==> src/sv/hsvca_pkg.sv <==
// Shared types, constants and helpers for the HSV color adjust unit.
`timescale 1ns / 1ps
package hsvca_pkg;

    localparam int FRAC_BITS = 12;
    localparam int FX_W      = FRAC_BITS + 1;
    localparam logic [FX_W-1:0] FX_ONE = {1'b1, {FRAC_BITS{1'b0}}};

    // long-division lanes: 8-bit divisor, 14 quotient bits, one bit per cell
    localparam int REM_W = 8;
    localparam int QUO_W = 14;
    localparam int DVD_W = REM_W + QUO_W;

    // hue in Q9.8 degrees
    localparam int HUE_W = 17;
    localparam logic [HUE_W-1:0] HUE_SECTOR = 17'd15360;
    localparam logic [HUE_W-1:0] HUE_FULL   = 17'd92160;

    // x / 100 as (x * RECIP100) >> RECIP100_SH, exact for x < 2^22
    localparam int RECIP100_SH = 29;
    localparam logic [22:0] RECIP100 = 23'd5368710;
    // x / 15 as (x * RECIP15) >> RECIP15_SH, exact for x < 74898
    localparam int RECIP15_SH = 20;
    localparam logic [16:0] RECIP15 = 17'd69906;
    // x / 255 as (x * RECIP255) >> RECIP255_SH, exact for x < 2^21
    localparam int RECIP255_SH = 29;
    localparam logic [21:0] RECIP255 = 22'd2105377;

    localparam int CFG_W = 10;

    typedef enum logic [1:0] {
        CFG_HUE_OFFSET,
        CFG_SAT_PCT,
        CFG_VAL_PCT
    } cfg_reg_t;

    typedef enum logic [1:0] {
        MAX_RED,
        MAX_GREEN,
        MAX_BLUE
    } max_sel_t;

    typedef enum logic [2:0] {
        SEC_RY,
        SEC_YG,
        SEC_GC,
        SEC_CB,
        SEC_BM,
        SEC_MR
    } hue_sector_t;

    typedef struct packed {
        logic [REM_W-1:0] rem;
        logic [QUO_W-1:0] nlow;
        logic [QUO_W-1:0] quo;
        logic [REM_W-1:0] dvs;
    } div_lane_t;

    typedef struct packed {
        logic [FX_W-1:0] v;
        max_sel_t        sel;
        logic            neg;
        logic            flat;
        logic            dark;
    } div_side_t;

    typedef struct packed {
        div_lane_t sat;
        div_lane_t hue;
        div_side_t side;
    } div_word_t;

    // ceil(mx * ONE / 255)
    function automatic logic [FX_W-1:0] value_of_max(input logic [7:0] mx);
        logic [20:0] num;
        logic [42:0] prod;
        num  = (21'(mx) << FRAC_BITS) + 21'd254;
        prod = 43'(num) * 43'(RECIP255);
        return prod[RECIP255_SH +: FX_W];
    endfunction

endpackage

==> src/sv/hsvca_div_cell.sv <==
// One cell of the divider chain: one restoring step on each of two lanes.
`timescale 1ns / 1ps
module hsvca_div_cell (
    input  logic                  clk,
    input  logic                  rst_n,
    input  logic                  in_vld,
    input  hsvca_pkg::div_word_t  in_word,
    input  logic                  down_rdy,
    output logic                  up_rdy,
    output logic                  out_vld,
    output hsvca_pkg::div_word_t  out_word
);

    logic                 vld_reg;
    hsvca_pkg::div_word_t word_reg;
    hsvca_pkg::div_word_t word_next;

    function automatic hsvca_pkg::div_lane_t div_step(input hsvca_pkg::div_lane_t a);
        hsvca_pkg::div_lane_t       r;
        logic [hsvca_pkg::REM_W:0]  trial;
        logic [hsvca_pkg::REM_W:0]  diff;
        logic                       ge;
        r     = a;
        trial = {a.rem, a.nlow[hsvca_pkg::QUO_W-1]};
        diff  = trial - {1'b0, a.dvs};
        ge    = (trial >= {1'b0, a.dvs});
        r.rem  = ge ? diff[hsvca_pkg::REM_W-1:0] : trial[hsvca_pkg::REM_W-1:0];
        r.nlow = {a.nlow[hsvca_pkg::QUO_W-2:0], 1'b0};
        r.quo  = {a.quo[hsvca_pkg::QUO_W-2:0], ge};
        return r;
    endfunction

    assign up_rdy = !vld_reg || down_rdy;

    always_comb
    begin
        word_next      = in_word;
        word_next.sat  = div_step(in_word.sat);
        word_next.hue  = div_step(in_word.hue);
    end

    always_ff @(posedge clk or negedge rst_n)
    begin
        if (!rst_n)
        begin
            vld_reg <= 1'b0;
        end
        else if (up_rdy)
        begin
            vld_reg <= in_vld;
        end
    end

    always_ff @(posedge clk)
    begin
        if (up_rdy && in_vld)
        begin
            word_reg <= word_next;
        end
    end

    assign out_vld  = vld_reg;
    assign out_word = word_reg;

endmodule

==> config.mk <==
export PLATFORM = sky130hd
export DESIGN_NAME = hsvca_div_cell
export DESIGN_NICKNAME = d
export VERILOG_FILES = /design/src/sv/hsvca_pkg.sv /design/src/sv/hsvca_div_cell.sv
export SDC_FILE = /design/constraint.sdc
export NUM_CORES = 1
export LEC_CHECK = 0
export ABC_AREA = 1
export BUFFER_PORTS_ARGS = -buffer_cell sky130_fd_sc_hd__buf_4
export CAP_MARGIN = 15
export CORE_MARGIN = 8
export CORE_UTILIZATION = 25
export DETAILED_ROUTE_END_ITERATION = 8
export SETUP_SLACK_MARGIN = 0.15
export SLEW_MARGIN = 20
export SYNTH_ARGS = -nofsm -noshare
export SYNTH_HDL_FRONTEND = slang
export SYNTH_SLANG_ARGS = --single-unit
==> constraint.sdc <==
create_clock -name clk -period 7.2 [get_ports clk]
set_input_delay 1.08 -clock clk [delete_from_list [all_inputs] [get_ports clk]]
set_output_delay 1.08 -clock clk [all_outputs]
set_load 0.01 [all_outputs]
==> metrics.md <==
| Metric | Value |
|---|---|
| Post-Synth XOR/XNOR Area | 0.01185 |
| TritonCTS Buffers | 9 |
| Final setup viols | 0 |
| YS warnings | 0 |
| Routed vias | approximately 3200 |
| Clock latency at the later pin of the worst-skew pair | 0.35 ns |
| Post-CTS Setup Repair Bufs | 0 |
| I/O pins | approximately 220 |
| Sequential share of the synthesized area | 0.7097 |
| Max Clock Skew | 0.008303 ns |
| CTS Buffer Depth | 2 |
| Die Wd | about 150 um |
| Mux cell area share after synthesis | 0 |
| N_diodes | 0 |
| Seq cells post-synth | between 100 and 150 |
| Die Height | ~150 um |
| Initial Util | 0.2564 |
| Worst setup SP type | input port |
| Gpl congestion | 0.8191 |
| First-pass GRT wire length | 18.40 mm |
| Share of cells above drive strength 1 | 0.4625 |
| Vias in the first global route | 3292 |
| Slew headroom | 0.4419 |
| Core Area | 17300 um2 |
| Worst R2R End | out_word[46] |
| Final WL | ~12 mm |
| Cell variety after synth | 28 |
| Synth Area in Compound Gates | 0.01551 |
| Class of the worst hold path | in2async |
| Global route total overflow | 0 |
| Critical Path RT | 7.17 ns |
| Syn Std Cell Area | 4436 um2 |
| CP Capture Type | register |
| Pwr/cell area | 223.1 nW/um2 |
| Nets | 683 |
| Post_cts resized | 0 |
| Unrepaired setup endpoints after global routing | no |
| Status | finished, final reports clean |
| Avg WL per Cell | approximately 16 um |
| Post-synthesis simple-gate area fraction | 0.1580 |
| Hold Buf Count CTS | 0 |
| Reg clk slew, reported paths | 0.07 ns |
| R2R setup slack | 4.99 ns |
| Row Count | 48 |
| Initial antenna violation count | 0 |
| CTS root buf | clkbuf_16 |
| Setup TNS | 0 ns |
| Worst slew pin tran | approximately 0.84 ns |
| Adder-cell share of the synthesized area | 0.05416 |
| Period utilization | 0.3624 |
| Combinational family with the most area after synthesis | simple AND/OR/NAND/NOR gates |
| Post-DP HPWL | between 9 and 10 mm |
| Fin crit period | between 2 and 3 ns |
| CTS tree | yes |
| Vias/cell | a little over 4 |
| CTS H-tree depth | 3 |
| Maxcap violations | 0 |
| Port buffer count | between 200 and 250 |
| DRC Markers | 0 |
| Mean Syn Cell Area | between 10 and 15 um2 |
| RR Startpoint | out_vld |
| Final Hold Fails | 0 |
| Clock sinks | roughly 110 |
| Leak | 3.000 nW |
| Pre-antenna DRT Iters | 4 |
| Worst reg2reg path depth | 3 |
| Crit Path Max Fanout | between 60 and 70 |
| Max-slew violations | 0 |
| Fmax | roughly 380 MHz |
| Drt initial violations | 160 |
| Die Area | 22260 um2 |
| All-layer global routing usage | 0.1079 |
| Area Growth Syn to Fin | 49.08% |
| Post-route ant nets | 0 |
| Crit path kind | in2reg |
| Largest net degree at the start of global routing | 69 |
| Util after Layout | 0.3823 |
| Critical Path AT | 2.58 ns |
| Maximum vdd ir drop | slightly above 0.1 mV |
| Cells after Synth | around 330 |
## power by group
group	switching (mW)	total [mW]	internal (mW)
clock	0.224	0.498	0.274
combinational	0.128	0.246	0.118
sequential	0.0106	0.732	0.721
total	0.363	1.48	1.11
## synth_stat cells
| cell type | number | area, um2 |
|---|---|---|
| nand2_8 | 2 | 40.04 |
| nand3_1 | 28 | 140.1 |
| nor3_2 | 1 | 10.01 |
| inv_1 | 47 | 176.4 |
| inv_2 | 2 | 7.510 |
| xor2_1 | 4 | 35.03 |
| buf_4 | 2 | 15.01 |
| a21oi_1 | 7 | 35.03 |
| nand2_4 | 2 | 22.52 |
| nand2_2 | 9 | 56.30 |
| conb_1 | 1 | 3.750 |
| nand4_1 | 2 | 12.51 |
| buf_6 | 2 | 22.52 |
| nand3b_1 | 1 | 7.510 |
| nor2_1 | 6 | 22.52 |
| a21oi_4 | 1 | 16.27 |
| nor2_2 | 2 | 12.51 |
| nand4_4 | 1 | 21.27 |
| or2_4 | 1 | 8.760 |
| ha_1 | 16 | 200.2 |
| dfrtp_1 | 1 | 25.02 |
| nand4_2 | 1 | 12.51 |
| edfxtp_1 | 104 | 3123 |
| nand2_1 | 80 | 300.3 |
| xnor2_1 | 2 | 17.52 |
| a21oi_2 | 2 | 17.52 |
| nor2_4 | 3 | 33.78 |
| fa_1 | 2 | 40.04 |
## registers in the layout (all words and copies together) (netlist names)
register	flops
out_word	104
out_vld	1
## stage by stage
stage / worst slack (ns) / total power, mW / hold WS (ns) / cells / area (um2)
after floorplan: 0.4602 / 0.8710 / 0.6094 / 333 / 4439
after global placement: 4.265 / 0.9912 / 0.5652 / 769 / 6309
after detailed placement: 4.196 / 0.9956 / 0.6087 / 769 / 6309
after CTS: 4.573 / 1.501 / 0.4691 / 785 / 6613
after global routing: 4.439 / 1.544 / 0.4669 / 785 / 6613
final: 4.591 / 1.475 / 0.4915 / 785 / 6613
## how the worst max path moves through the flow
stage,from,endpoint,slack [ns]
final,down_rdy,out_word[46],4.59
after global routing,down_rdy,out_word[81],4.44
after CTS,down_rdy,out_word[46],4.57
after detailed placement,down_rdy,out_word[11],4.20
after global placement,down_rdy,out_word[11],4.26
after floorplan,in_vld,out_word[0],0.46
## cell usage in the layout, fill, tap and decap left out, types with 3 or more instances in the layout
cell and instances:
buf_4 215, edfxtp_1 104, nand2_1 80, inv_1 47, nand3_1 28, ha_1 16
nand2_2 9, clkbuf_16 9, nor2_1 6, a21oi_1 6, xor2_1 4, nor2_4 3
## worst max-delay path, cell delays in order
cell     delay [ns]
buf_4          0.07
inv_1          0.06
a21oi_4        0.12
buf_4          0.44
buf_4          0.73
## layout make-up
cell class	count	area [um2]
Clock inverter	7	78.83
Fill cell	1690	10680
Tap cell	225	281.5
Multi-Input combinational cell	175	1081
Inverter	49	183.9
Clock buffer	9	225.2
Timing Repair Buffer	215	1614
Sequential cell	105	3148
## per-layer routing
metal  track usage  vias to the layer above  part of all wire
met5             0                        -                 0
met2        0.1803                      127              0.50
met1        0.1222                     1463              0.40
met3       0.03792                       15             0.086
li1              -                     1571                 -
met4       0.04846                        0             0.018
## cell families (layout without fill, tap and decap cells)
kind of cell | count (synthesis) | count (layout)
flip-flops | 105 | 105
adder cells (fa/ha/maj) | 18 | 18
other | 1 | 2
AO/OA/AOI/OAI | 10 | 10
buffers and inverters | 53 | 280
AND/OR/NAND/NOR | 139 | 139
XOR/XNOR | 6 | 6
Note: power is estimated with default switching activity, not from simulation.
